<file path="config.mk">
export PLATFORM = sky130hd
export DESIGN_NAME = rle_text_signed_count_decoder_flat
export DESIGN_NICKNAME = d
export VERILOG_FILES = /design/src/rtsc_pkg.sv /design/src/rtsc_if.sv /design/src/rle_text_signed_count_decoder.sv /design/src/rtsc_ctrl.sv /design/src/rtsc_datapath.sv /design/src/flat_wrapper.sv
export SDC_FILE = /design/constraint.sdc
export NUM_CORES = 1
export LEC_CHECK = 0
export BUFFER_PORTS_ARGS = -buffer_cell sky130_fd_sc_hd__buf_4
export CORE_ASPECT_RATIO = 1.1
export CORE_MARGIN = 5
export CORE_UTILIZATION = 56
export CTS_BUF_LIST = sky130_fd_sc_hd__clkbuf_4
export CTS_CLUSTER_SIZE = 24
export DETAILED_ROUTE_END_ITERATION = 12
export PLACE_DENSITY_LB_ADDON = 0.25
export SYNTH_ARGS = -nofsm -noshare
export SYNTH_HDL_FRONTEND = slang
export SYNTH_SLANG_ARGS = --single-unit
export TNS_END_PERCENT = 20
</file>
<file path="constraint.sdc">
create_clock -name clk -period 3.1 [get_ports clk]
set_input_delay 0.465 -clock clk [delete_from_list [all_inputs] [get_ports clk]]
set_output_delay 0.465 -clock clk [all_outputs]
set_load 0.02 [all_outputs]
</file>
<file path="src/rtsc_pkg.sv">
`default_nettype none
// ----------------------------------------------------------------------------
// rtsc_pkg
// Shared types and constants of the signed-count run-length text decoder.
// ----------------------------------------------------------------------------
package rtsc_pkg;

  localparam int COUNT_W = 7;
  localparam int MAG_W   = 10;

  localparam logic [7:0] CH_END   = 8'd0;
  localparam logic [7:0] CH_MINUS = 8'd45;
  localparam logic [7:0] CH_ZERO  = 8'd48;
  localparam logic [7:0] CH_NINE  = 8'd57;

  typedef enum logic [1:0] {
    MODE_AWAIT = 2'd0,
    MODE_COUNT = 2'd1,
    MODE_COPY  = 2'd2
  } parse_mode_t;

  typedef struct packed {
    logic accept;
    logic rep_load;
  } ctrl_cmd_t;

  typedef struct packed {
    logic starts_repeat;
    logic rep_last;
    logic out_valid;
  } dp_status_t;

endpackage
`default_nettype wire

</file>
<file path="src/rtsc_if.sv">
`default_nettype none
// ----------------------------------------------------------------------------
// rtsc_if
// Valid/ready channels: encoded text bytes in, decoded bytes out.
// ----------------------------------------------------------------------------
interface rtsc_in_if;
  logic       valid;
  logic       ready;
  logic [7:0] in_byte;

  modport source (output valid, output in_byte, input ready);
  modport sink   (input valid, input in_byte, output ready);
endinterface

interface rtsc_out_if;
  logic       valid;
  logic       ready;
  logic [7:0] out_byte;
  logic       run_last;
  logic       count_saturated;

  modport source (output valid, output out_byte, output run_last,
                  output count_saturated, input ready);
  modport sink   (input valid, input out_byte, input run_last,
                  input count_saturated, output ready);
endinterface
`default_nettype wire

</file>
<file path="src/rle_text_signed_count_decoder.sv">
`default_nettype none
// ----------------------------------------------------------------------------
// rle_text_signed_count_decoder
// Run-length text decoder with signed counts and literal copy runs.
//
// in_ch carries one encoded text byte per transfer; out_ch carries decoded
// bytes with run_last and count_saturated. Count digits, '-', dropped bytes
// and the NUL terminator produce no output. A literal byte leaves the output
// register in the cycle after its input transfer. Throughput: one input byte
// per cycle while the output register drains and no repeat run plays out.
// A positive count N ends in a data byte after which the input is held off
// while the repeat counter plays the run out, one byte a cycle unless out_ch
// stalls, in which case the output register holds its byte and in_ch.ready
// drops; no byte is lost. rst (synchronous) clears the parser, the repeat
// counter and the output register; no clearing pass is needed.
// ----------------------------------------------------------------------------
module rle_text_signed_count_decoder #(
  parameter int MAX_COUNT = 64
) (
  input  wire logic  clk,
  input  wire logic  rst,
  rtsc_in_if.sink    in_ch,
  rtsc_out_if.source out_ch
);

  rtsc_pkg::ctrl_cmd_t  cmd;
  rtsc_pkg::dp_status_t st;

  rtsc_ctrl u_ctrl (
    .clk       (clk),
    .rst       (rst),
    .in_valid  (in_ch.valid),
    .out_ready (out_ch.ready),
    .st        (st),
    .in_ready  (in_ch.ready),
    .cmd       (cmd)
  );

  rtsc_datapath #(
    .MAX_COUNT (MAX_COUNT)
  ) u_dp (
    .clk             (clk),
    .rst             (rst),
    .in_byte         (in_ch.in_byte),
    .out_ready       (out_ch.ready),
    .cmd             (cmd),
    .st              (st),
    .out_byte        (out_ch.out_byte),
    .run_last        (out_ch.run_last),
    .count_saturated (out_ch.count_saturated)
  );

  assign out_ch.valid = st.out_valid;

`ifndef SYNTHESIS
  a_rep_blocks_input: assert property (@(posedge clk) disable iff (rst)
    cmd.accept && st.starts_repeat |=> !in_ch.ready)
    else $error("input taken while a repeat run is pending");

  a_no_double_load: assert property (@(posedge clk) disable iff (rst)
    !(cmd.accept && cmd.rep_load))
    else $error("input transfer during repeat playout");

  a_reset_empty: assert property (@(posedge clk)
    rst |=> !out_ch.valid)
    else $error("output valid after reset");
`endif

endmodule
`default_nettype wire

</file>
<file path="src/rtsc_ctrl.sv">
`default_nettype none
// ----------------------------------------------------------------------------
// rtsc_ctrl
// Controller: takes bytes or plays out repeats, one a cycle unless stalled.
// ----------------------------------------------------------------------------
module rtsc_ctrl (
  input  wire logic                clk,
  input  wire logic                rst,
  input  wire logic                in_valid,
  input  wire logic                out_ready,
  input  wire rtsc_pkg::dp_status_t st,
  output logic                     in_ready,
  output rtsc_pkg::ctrl_cmd_t      cmd
);

  typedef enum logic {
    S_TAKE,
    S_REPEAT
  } state_t;

  state_t state;
  state_t state_next;
  logic   slot_free;

  assign slot_free = !st.out_valid || out_ready;

  always_comb begin
    in_ready     = 1'b0;
    cmd.accept   = 1'b0;
    cmd.rep_load = 1'b0;
    state_next   = state;
    unique case (state)
      S_TAKE: begin
        in_ready   = slot_free;
        cmd.accept = in_valid && slot_free;
        if (cmd.accept && st.starts_repeat) begin
          state_next = S_REPEAT;
        end
      end
      S_REPEAT: begin
        cmd.rep_load = slot_free;
        if (slot_free && st.rep_last) begin
          state_next = S_TAKE;
        end
      end
      default: begin
        state_next = S_TAKE;
      end
    endcase
  end

  always_ff @(posedge clk) begin
    if (rst) begin
      state <= S_TAKE;
    end else begin
      state <= state_next;
    end
  end

endmodule
`default_nettype wire

</file>
<file path="src/rtsc_datapath.sv">
`default_nettype none
// ----------------------------------------------------------------------------
// rtsc_datapath
// Token parser state, repeat run registers and the output register.
// ----------------------------------------------------------------------------
module rtsc_datapath #(
  parameter int MAX_COUNT = 64
) (
  input  wire logic                clk,
  input  wire logic                rst,
  input  wire logic [7:0]          in_byte,
  input  wire logic                out_ready,
  input  wire rtsc_pkg::ctrl_cmd_t cmd,
  output rtsc_pkg::dp_status_t     st,
  output logic [7:0]               out_byte,
  output logic                     run_last,
  output logic                     count_saturated
);

  localparam int CW = rtsc_pkg::COUNT_W;
  localparam int MW = rtsc_pkg::MAG_W;
  localparam logic [MW-1:0] MAX_MAG = MW'(MAX_COUNT);

  rtsc_pkg::parse_mode_t parse_mode, parse_mode_next;
  logic [CW-1:0] run_count, run_count_next;
  logic          count_negative, count_negative_next;
  logic          sat_seen, sat_seen_next;

  logic [CW-1:0] rep_left;
  logic [7:0]    rep_byte;
  logic          rep_sat;
  logic          out_valid;

  logic [CW-1:0] rc_eff;
  logic          neg_eff;
  logic          sat_eff;
  logic [MW-1:0] mag;
  logic          is_digit;
  logic          emit_one;
  logic          emit_sat;
  logic          start_rep;

  assign is_digit = (in_byte >= rtsc_pkg::CH_ZERO) && (in_byte <= rtsc_pkg::CH_NINE);

  assign mag = {rc_eff, 3'b000} + {2'b00, rc_eff, 1'b0} + {6'd0, in_byte[3:0]};

  always_comb begin
    parse_mode_next     = parse_mode;
    run_count_next      = run_count;
    count_negative_next = count_negative;
    sat_seen_next       = sat_seen;
    emit_one            = 1'b0;
    emit_sat            = sat_seen;
    start_rep           = 1'b0;
    if (parse_mode == rtsc_pkg::MODE_COUNT) begin
      rc_eff  = run_count;
      neg_eff = count_negative;
      sat_eff = sat_seen;
    end else begin
      rc_eff  = '0;
      neg_eff = 1'b0;
      sat_eff = 1'b0;
    end
    if (in_byte == rtsc_pkg::CH_END) begin
      parse_mode_next     = rtsc_pkg::MODE_AWAIT;
      run_count_next      = '0;
      count_negative_next = 1'b0;
      sat_seen_next       = 1'b0;
    end else if (parse_mode == rtsc_pkg::MODE_COPY) begin
      emit_one = 1'b1;
      if (run_count <= CW'(1)) begin
        parse_mode_next     = rtsc_pkg::MODE_AWAIT;
        run_count_next      = '0;
        count_negative_next = 1'b0;
        sat_seen_next       = 1'b0;
      end else begin
        run_count_next = run_count - CW'(1);
      end
    end else if (parse_mode != rtsc_pkg::MODE_COUNT && in_byte == rtsc_pkg::CH_MINUS) begin
      parse_mode_next     = rtsc_pkg::MODE_COUNT;
      count_negative_next = 1'b1;
      run_count_next      = '0;
      sat_seen_next       = 1'b0;
    end else if (is_digit) begin
      parse_mode_next     = rtsc_pkg::MODE_COUNT;
      count_negative_next = neg_eff;
      if (mag > MAX_MAG) begin
        run_count_next = CW'(MAX_COUNT);
        sat_seen_next  = 1'b1;
      end else begin
        run_count_next = mag[CW-1:0];
        sat_seen_next  = sat_eff;
      end
    end else begin
      parse_mode_next     = rtsc_pkg::MODE_AWAIT;
      run_count_next      = '0;
      count_negative_next = 1'b0;
      sat_seen_next       = 1'b0;
      emit_sat            = sat_eff;
      if (rc_eff != '0) begin
        if (neg_eff) begin
          emit_one = 1'b1;
          if (rc_eff > CW'(1)) begin
            parse_mode_next     = rtsc_pkg::MODE_COPY;
            run_count_next      = rc_eff - CW'(1);
            count_negative_next = 1'b1;
            sat_seen_next       = sat_eff;
          end
        end else begin
          start_rep = 1'b1;
        end
      end
    end
  end

  assign st.starts_repeat = start_rep;
  assign st.rep_last      = (rep_left == CW'(1));
  assign st.out_valid     = out_valid;

  always_ff @(posedge clk) begin
    if (rst) begin
      parse_mode     <= rtsc_pkg::MODE_AWAIT;
      run_count      <= '0;
      count_negative <= 1'b0;
      sat_seen       <= 1'b0;
      out_valid      <= 1'b0;
      rep_left       <= '0;
    end else begin
      if (cmd.accept) begin
        parse_mode     <= parse_mode_next;
        run_count      <= run_count_next;
        count_negative <= count_negative_next;
        sat_seen       <= sat_seen_next;
      end
      if (cmd.accept && start_rep) begin
        rep_left <= rc_eff;
      end else if (cmd.rep_load) begin
        rep_left <= rep_left - CW'(1);
      end
      if ((cmd.accept && emit_one) || cmd.rep_load) begin
        out_valid <= 1'b1;
      end else if (out_ready) begin
        out_valid <= 1'b0;
      end
    end
  end

  always_ff @(posedge clk) begin
    if (cmd.accept && start_rep) begin
      rep_byte <= in_byte;
      rep_sat  <= sat_eff;
    end
    if (cmd.rep_load) begin
      out_byte        <= rep_byte;
      run_last        <= st.rep_last;
      count_saturated <= rep_sat;
    end else if (cmd.accept && emit_one) begin
      out_byte        <= in_byte;
      run_last        <= 1'b1;
      count_saturated <= emit_sat;
    end
  end

endmodule
`default_nettype wire

</file>
<file path="src/flat_wrapper.sv">
// flat-port wrapper written by rule: the top's interface ports become plain ports
module rle_text_signed_count_decoder_flat 
#(
  parameter int MAX_COUNT = 64
)
  (clk, rst, in_ch_valid, in_ch_in_byte, in_ch_ready, out_ch_valid, out_ch_out_byte, out_ch_run_last, out_ch_count_saturated, out_ch_ready);
  rtsc_in_if in_ch_i ();
  rtsc_out_if out_ch_i ();
  input  wire logic clk;
  input  wire logic rst;
  input wire logic [$bits(in_ch_i.valid)-1:0] in_ch_valid;
  input wire logic [$bits(in_ch_i.in_byte)-1:0] in_ch_in_byte;
  output wire logic [$bits(in_ch_i.ready)-1:0] in_ch_ready;
  output wire logic [$bits(out_ch_i.valid)-1:0] out_ch_valid;
  output wire logic [$bits(out_ch_i.out_byte)-1:0] out_ch_out_byte;
  output wire logic [$bits(out_ch_i.run_last)-1:0] out_ch_run_last;
  output wire logic [$bits(out_ch_i.count_saturated)-1:0] out_ch_count_saturated;
  input wire logic [$bits(out_ch_i.ready)-1:0] out_ch_ready;
  assign in_ch_i.valid = in_ch_valid;
  assign in_ch_i.in_byte = in_ch_in_byte;
  assign in_ch_ready = in_ch_i.ready;
  assign out_ch_valid = out_ch_i.valid;
  assign out_ch_out_byte = out_ch_i.out_byte;
  assign out_ch_run_last = out_ch_i.run_last;
  assign out_ch_count_saturated = out_ch_i.count_saturated;
  assign out_ch_i.ready = out_ch_ready;
  rle_text_signed_count_decoder #(.MAX_COUNT(MAX_COUNT)) u_core (.clk(clk), .rst(rst), .in_ch(in_ch_i), .out_ch(out_ch_i));
endmodule
</file>
## Yosys cells after proc, flatten, opt, wreduce, memory -nomap -nowiden

Cells that the tools add are included.

- Register bits: 39
- Memories: 0
- Bits in latches: 0
- Word-level logic and storage cells: 113
- Bits in read-only memories: 0
- RAM bits: 0
- Output and inout bits: 12
- Bits of input ports: 12

- Mux-type cells: 68
- $mul: 0
- Reduce and logical (&&, ||, !) cells: 16
- Eq/ne operators: 6
- Divide/modulo/power cells: 0
- Shifts and indexed selects: 0
- Bitwise logic cells: 1
- $lt $le $gt $ge: 5
- $add $sub $neg: 5

Operators by type and width:

| cell | number |
|---|---|
| two-way mux 7 bit | 12 |
| two-way mux 1 bit | 45 |
| subtractor 7 x 1 -> 7 bit (second input constant) | 3 |
| two-way mux 2 bit | 8 |
| two-way mux 8 bit | 2 |
| adder 10 x 4 -> 10 bit | 1 |
| adder 10 x 8 -> 10 bit | 1 |
| > comparator 10 x 7 -> 1 bit (second input constant) | 1 |
| == test 8 x 6 -> 1 bit (second input constant) | 1 |
| greater-or-equal comparator 8 x 6 -> 1 bit (second input constant) | 1 |
| <= comparator 8 x 6 -> 1 bit (second input constant) | 1 |
| zero test 8 bit | 1 |
| == test 7 x 1 -> 1 bit (second input constant) | 1 |
| > comparator 7 x 1 -> 1 bit (second input constant) | 1 |
| <= comparator 7 x 1 -> 1 bit (second input constant) | 1 |
| logical AND 1 bit | 7 |
| nonzero test 7 bit | 1 |
| nonzero test 2 bit | 3 |
| != test 3 x 2 -> 1 bit (second input constant) | 1 |
| == test 2 x 1 -> 1 bit (second input constant) | 1 |
| == test 2 bit (second input constant) | 1 |
| logical OR 1 bit | 2 |
| != test 2 x 1 -> 1 bit (second input constant) | 1 |
| case mux 1 bit (2 select lines) | 1 |
| 3 further kinds | 3 |

## Logic depth before layout (Yosys ltp)

- Depth in word-level cells: 11
- Depth in mapped cells: 13
- Gate-level depth less buffers: 12

## Cells and area by module

A second synthesis with hierarchy kept.

- Cell total of the unflattened synthesis: 293
- Area, all modules: 2745.1 um^2

Modules (own cells, without submodules):

| module | cells each | times used | area each (um^2) | seq. area each (um^2) |
|---|---|---|---|---|
| rtsc_datapath | 286 | 1 | 2676.3 | 950.9 |
| rtsc_ctrl | 7 | 1 | 68.8 | 20.0 |

## Worst setup path before layout

No wires, ideal clock.

- Path type: flip-flop to flip-flop
- From: reg u_core.u_dp.parse_mode[0]
- To: reg u_core.u_dp.run_count[6]
- Arrival time: 3.064 ns
- Buffers on the path: 1
- Slack: -0.086 ns
- Cell stages (with the launch flop): 12
- Library setup time: 0.122 ns
- Clock period less this slack: 3.186 ns
- Required time: 2.978 ns
- Cells stage by stage: dfxtp_1 -> nor2b_4 -> clkbuf_1 -> and2_1 -> ha_1 -> ha_1 -> a21oi_1 -> a21oi_1 -> or3_1 -> a221oi_2 -> nand2_1 -> o311a_1

- Word-level cells in the longest chain between the ends: 10
- Elaborated cells between the ends (all ways): 20
- Those cells by class: add/sub (3); order compare (2); eq/ne (3); mux (10); reduce/logical (2)

RTL lines:

| item | line | text |
|---|---|---|
| start: declaration | rtsc_datapath.sv:24 | `rtsc_pkg::parse_mode_t parse_mode, parse_mode_next;` |
| start signal: assignment | rtsc_datapath.sv:122 | `parse_mode <= rtsc_pkg::MODE_AWAIT;` |
| start signal: assignment | rtsc_datapath.sv:130 | `parse_mode <= parse_mode_next;` |
| == test 2 x 1 -> 1 bit | rtsc_datapath.sv:55 | `if (parse_mode == rtsc_pkg::MODE_COUNT) begin` |
| two-way mux 7 bit | rtsc_datapath.sv:55 |  |
| adder 10 x 8 -> 10 bit (tied with other cells) | rtsc_datapath.sv:45 | `assign mag = {rc_eff, 3'b000} + {2'b00, rc_eff, 1'b0} + {6'd0, in_byte[3:0]};` |
| adder 10 x 4 -> 10 bit or two-way mux 7 bit (tied branches) | rtsc_datapath.sv:45, rtsc_datapath.sv:103 |  |
| > comparator 10 x 7 -> 1 bit or two-way mux 7 bit (tied branches) | rtsc_datapath.sv:87, rtsc_datapath.sv:101 |  |
| two-way mux 7 bit, on equally long branches | rtsc_datapath.sv:87, rtsc_datapath.sv:100 |  |
| two-way mux 7 bit | rtsc_datapath.sv:84 | `end else if (is_digit) begin` |
| two-way mux 7 bit | rtsc_datapath.sv:79 | `end else if (parse_mode != rtsc_pkg::MODE_COUNT && in_byte == rtsc_pkg::CH_MINUS) begin` |
| two-way mux 7 bit (*) | rtsc_datapath.sv:69 | `end else if (parse_mode == rtsc_pkg::MODE_COPY) begin` |
| two-way mux 7 bit (*) | rtsc_datapath.sv:64 | `if (in_byte == rtsc_pkg::CH_END) begin` |
| end signal: assignment | rtsc_datapath.sv:131 | `run_count <= run_count_next;` |
| end: declaration | rtsc_datapath.sv:25 | `logic [CW-1:0] run_count, run_count_next;` |

Every way passes the cells marked *; elsewhere a longest branch is shown, timed or not.
A chain may end at the register's enable or synchronous reset.

## Final worst setup path

- From: reg u_core.u_dp.parse_mode[1]
- To: reg u_core.u_dp.run_count[6]

The elaborated chain is that of the path after synthesis.

==> reports/summary.log <==
[outcome] status complete, no violations
[critical_path] delay contributed by the slowest stage of the critical path 0.38 ns
[layout] ANT cells 0
[critical_path] start-to-end type of the worst setup path reg -> reg
[synth] dominant register cell in the synthesized netlist dfxtp_1
[critical_path] critical-path cell list nand3b_1, xnor2_1, ha_1, a31o_2, ha_4, buf_4, nor2b_1, o31a_1, buf_4, a221oi_4, nand2_1, o311a_1
[sta] Hold Fails Final Rpt 0
[layout] final core utilization 0.676
[synth] FFs w/ async S/R, synth 0
[synth] gate count of the mapped netlist 323
[detailed_routing] per-cell via count in the routed design 6.20
[run] max-cap check violation count 0
[clocking] buffer levels on the longest clock path 2
[synth] Syn Std Cell Area 0.00276 mm²
[critical_path] highest fanout seen on the critical path 7
[clocking] TritonCTS clock tree done
[detailed_routing] Routed Wire Length 7.13 mm
[sta] measured slew at the worst slew-check pin 1.04 ns
[global_routing] via count of the first global-routing pass 2504
[detailed_routing] Remaining DRCs 0
[detailed_routing] average routed wire per standard cell 17.2 µm
[global_routing] met3 Track Usage GR 0.0702
[clocking] number of buffers created by CTS 5
[worst_hold_path] path type of the worst min-delay path in -> reg
[die] die boundary width 76.9 µm
[synth] syn nets 353
[clocking] clock root buffer clkbuf_4
[clocking] clk slew on worst S/H paths 0.11 ns
[sta] hold slack final 0.329 ns
[placed_design] Detail Placement HPWL 5.41 mm
[global_routing] pin count of the biggest net entering global routing 22
[global_routing] met2 routing resource usage after global routing 0.371
[placed_design] placed instance count 404
[global_routing] GR met1 Demand/Resource 0.271
[synth] area fraction of the dominant cell type after synthesis 0.207
[detailed_routing] first drt pass iteration count 5
[critical_path] Required @ worst endpoint 3.34 ns
[global_routing] combined global-route utilization of all metal layers 0.224
[synth] synthesized area per cell 8.54 µm²
[layout] fraction of layout instances using a drive strength above 1 0.217
[layout] Final Net Count 388
[critical_path] kind of start point of the critical path register
[synth] flop and latch count out of synthesis 39
[global_routing] global route hottest layer met2
[synth] main area contributors after synthesis edfxtp_1, dfxtp_1, ha_1
[synth] count of different cell masters after synthesis 56
[sta] Fmax achieved 332 MHz
[sta] post-route fraction of the period consumed by the critical path 0.973
[die] Rows 26
[global_routing] global-route wire length before repair 11.9 mm
[die] Core ar. 0.00472 mm²
[detailed_routing] Via Count 2575
[synth] ranking of synthesized cells by instance count nand2_1, a21oi_1, nor2_1, dfxtp_1, edfxtp_1
[power_and_ir_drop] Static Leakage 0.00129 µW
[placed_design] count of port buffers added during placement 23
[critical_path] endpoint class of the critical path register
[power_and_ir_drop] maximum resistive drop on vdd 0.144 mV
[clocking] number of hold-repair buffers added at the cts stage 0
[sta] post-layout minimum cycle time 3.02 ns
[critical_path] data arrival time of the critical path 3.26 ns
[global_routing] number of antenna violations at the first check in global routing 0
[clocking] number of sinks on the clock net 39
[die] area of the die 0.00643 mm²
[die] Initial Utilization 0.585
[layout] Area Overhead vs Synth 15.6%
[power_and_ir_drop] Cell Pwr Density 273 mW/mm²
[sta] Final TNS setup 0 ns
[synth] number of enable flip-flop cells after synthesis 19
[detailed_routing] count of routing violations after the opening detailed-route iteration 181
[die] die boundary height 83.6 µm
[sta] Max Slew Vio Count 0
[synth] total of warnings raised by yosys 0
[sta] worst max-slew margin expressed relative to the limit 0.286
[detailed_routing] antenna viol nets, final 0
[sta] final-report setup violation count 0
[clocking] clock latency on the worst-skew pair 0.34 ns
[sta] skew final 0.00292 ns
[synth] most numerous cell in the Yosys netlist nand2_1
[global_routing] global route overflow 0
[critical_path] cell mode on critical path buf_4
[synth] top cell type by total area after synthesis edfxtp_1
[synth] share of the yosys chip area belonging to registers 0.352
[layout] non-filler cells, final 415
[placed_design] placer's final routability congestion estimate 0.965
[die] I/O pin count 24
[clocking] htree depth 2
[critical_path] standard cell with the maximum stage delay on the critical path dfxtp_4
[path summary, 6_finish.rpt]
check | start | end | slack, ns | depth (start not counted)
max | u_core.u_dp.parse_mode[1] | u_core.u_dp.run_count[6] | 0.08 | 12
min | in_ch_in_byte[7] | u_core.u_dp.rep_byte[7] | 0.33 | 1
max reg2reg | u_core.u_dp.parse_mode[1] | u_core.u_dp.run_count[6] | 0.08 | 12
min reg2reg | u_core.u_dp.rep_left[6] | u_core.u_dp.rep_left[6] | 0.52 | 2
[layout make-up]
cell class                      count  area, µm²
Multi-Input combinational cell    258       1720
Fill cell                         394       1530
Sequential cell                    39        976
Timing Repair Buffer               43        327
Tap cell                           56       70.1
Inverter                           11       41.3
Clock buffer                        5       37.5
Clock inverter                      3       15.0
[layer usage]
metal	vias to the layer above	share of wire
met5	-	0
met3	17	0.079
met4	0	0.023
li1	1258	-
met2	94	0.49
met1	1206	0.40
[state kept, by name (all words and copies together) (netlist names)]
name                         flops
u_core.u_dp.out_byte             8
u_core.u_dp.count_saturated      1
u_core.u_dp.parse_mode           2
u_core.u_dp.count_negative       1
u_core.u_dp.rep_left             7
u_core.u_dp.out_valid            1
u_core.u_dp.run_count            7
u_core.u_dp.rep_sat              1
u_core.u_dp.run_last             1
u_core.u_dp.sat_seen             1
u_core.u_ctrl.state              1
u_core.u_dp.rep_byte             8
[cell families after synthesis]
kind of cell / Yosys count / share of synthesized area
AND/OR/NAND/NOR: 133 / 0.244
multiplexers: 2 / 0.00726
AO/OA/AOI/OAI: 92 / 0.232
XOR/XNOR: 13 / 0.0413
buffers and inverters: 26 / 0.0395
flip-flops: 39 / 0.352
adder cells (fa/ha/maj): 18 / 0.0844
[placed cells by master (no fill, tap or decap), drive strengths merged, types with 5 or more instances in the layout]
master / count
nor2: 21
nand2b: 5
ha: 17
nand3: 11
nor3: 10
and2: 8
a211oi: 14
xnor2: 5
xor2: 8
a21oi: 30
buf: 43
inv: 11
o21ai: 17
dfxtp: 20
nand4: 6
clkbuf: 5
nor2b: 6
edfxtp: 19
nand2: 50
[report_power, final]
group	total (µW)	switching, µW	internal (µW)
Combinational	78.8	49.5	29.3
Sequential	539	0.667	538
Clock	252	167	84.5
[metrics by stage]
step                      instance area (µm²)  worst slack (ns)  power, µW
final                                    3190            0.0846        870
after global routing                     3190          -0.00829        900
after CTS                                3120           0.00556        875
after detailed placement                 3070            0.0304        628
after global placement                   3070            0.0571        627
after floorplan                          2770            0.0126        593
[worst max-delay path: cells and delay by family, from the launching register on]
kind	cells	cell delay, ns
flip-flops	1	0.38
buffers and inverters	2	0.29
AND/OR/NAND/NOR	3	0.43
adder cells (fa/ha/maj)	2	0.41
XOR/XNOR	1	0.16
AO/OA/AOI/OAI	4	1.27
[timing repair]
| item | 4_1_cts | 5_1_grt |
|---|---|---|
| gates resized for setup | 0 | 12 |
| endpoints found under the setup margin | 0 | 8 |
| buffers inserted | 0 | 3 |
Note: power is estimated with default switching activity, not from simulation.
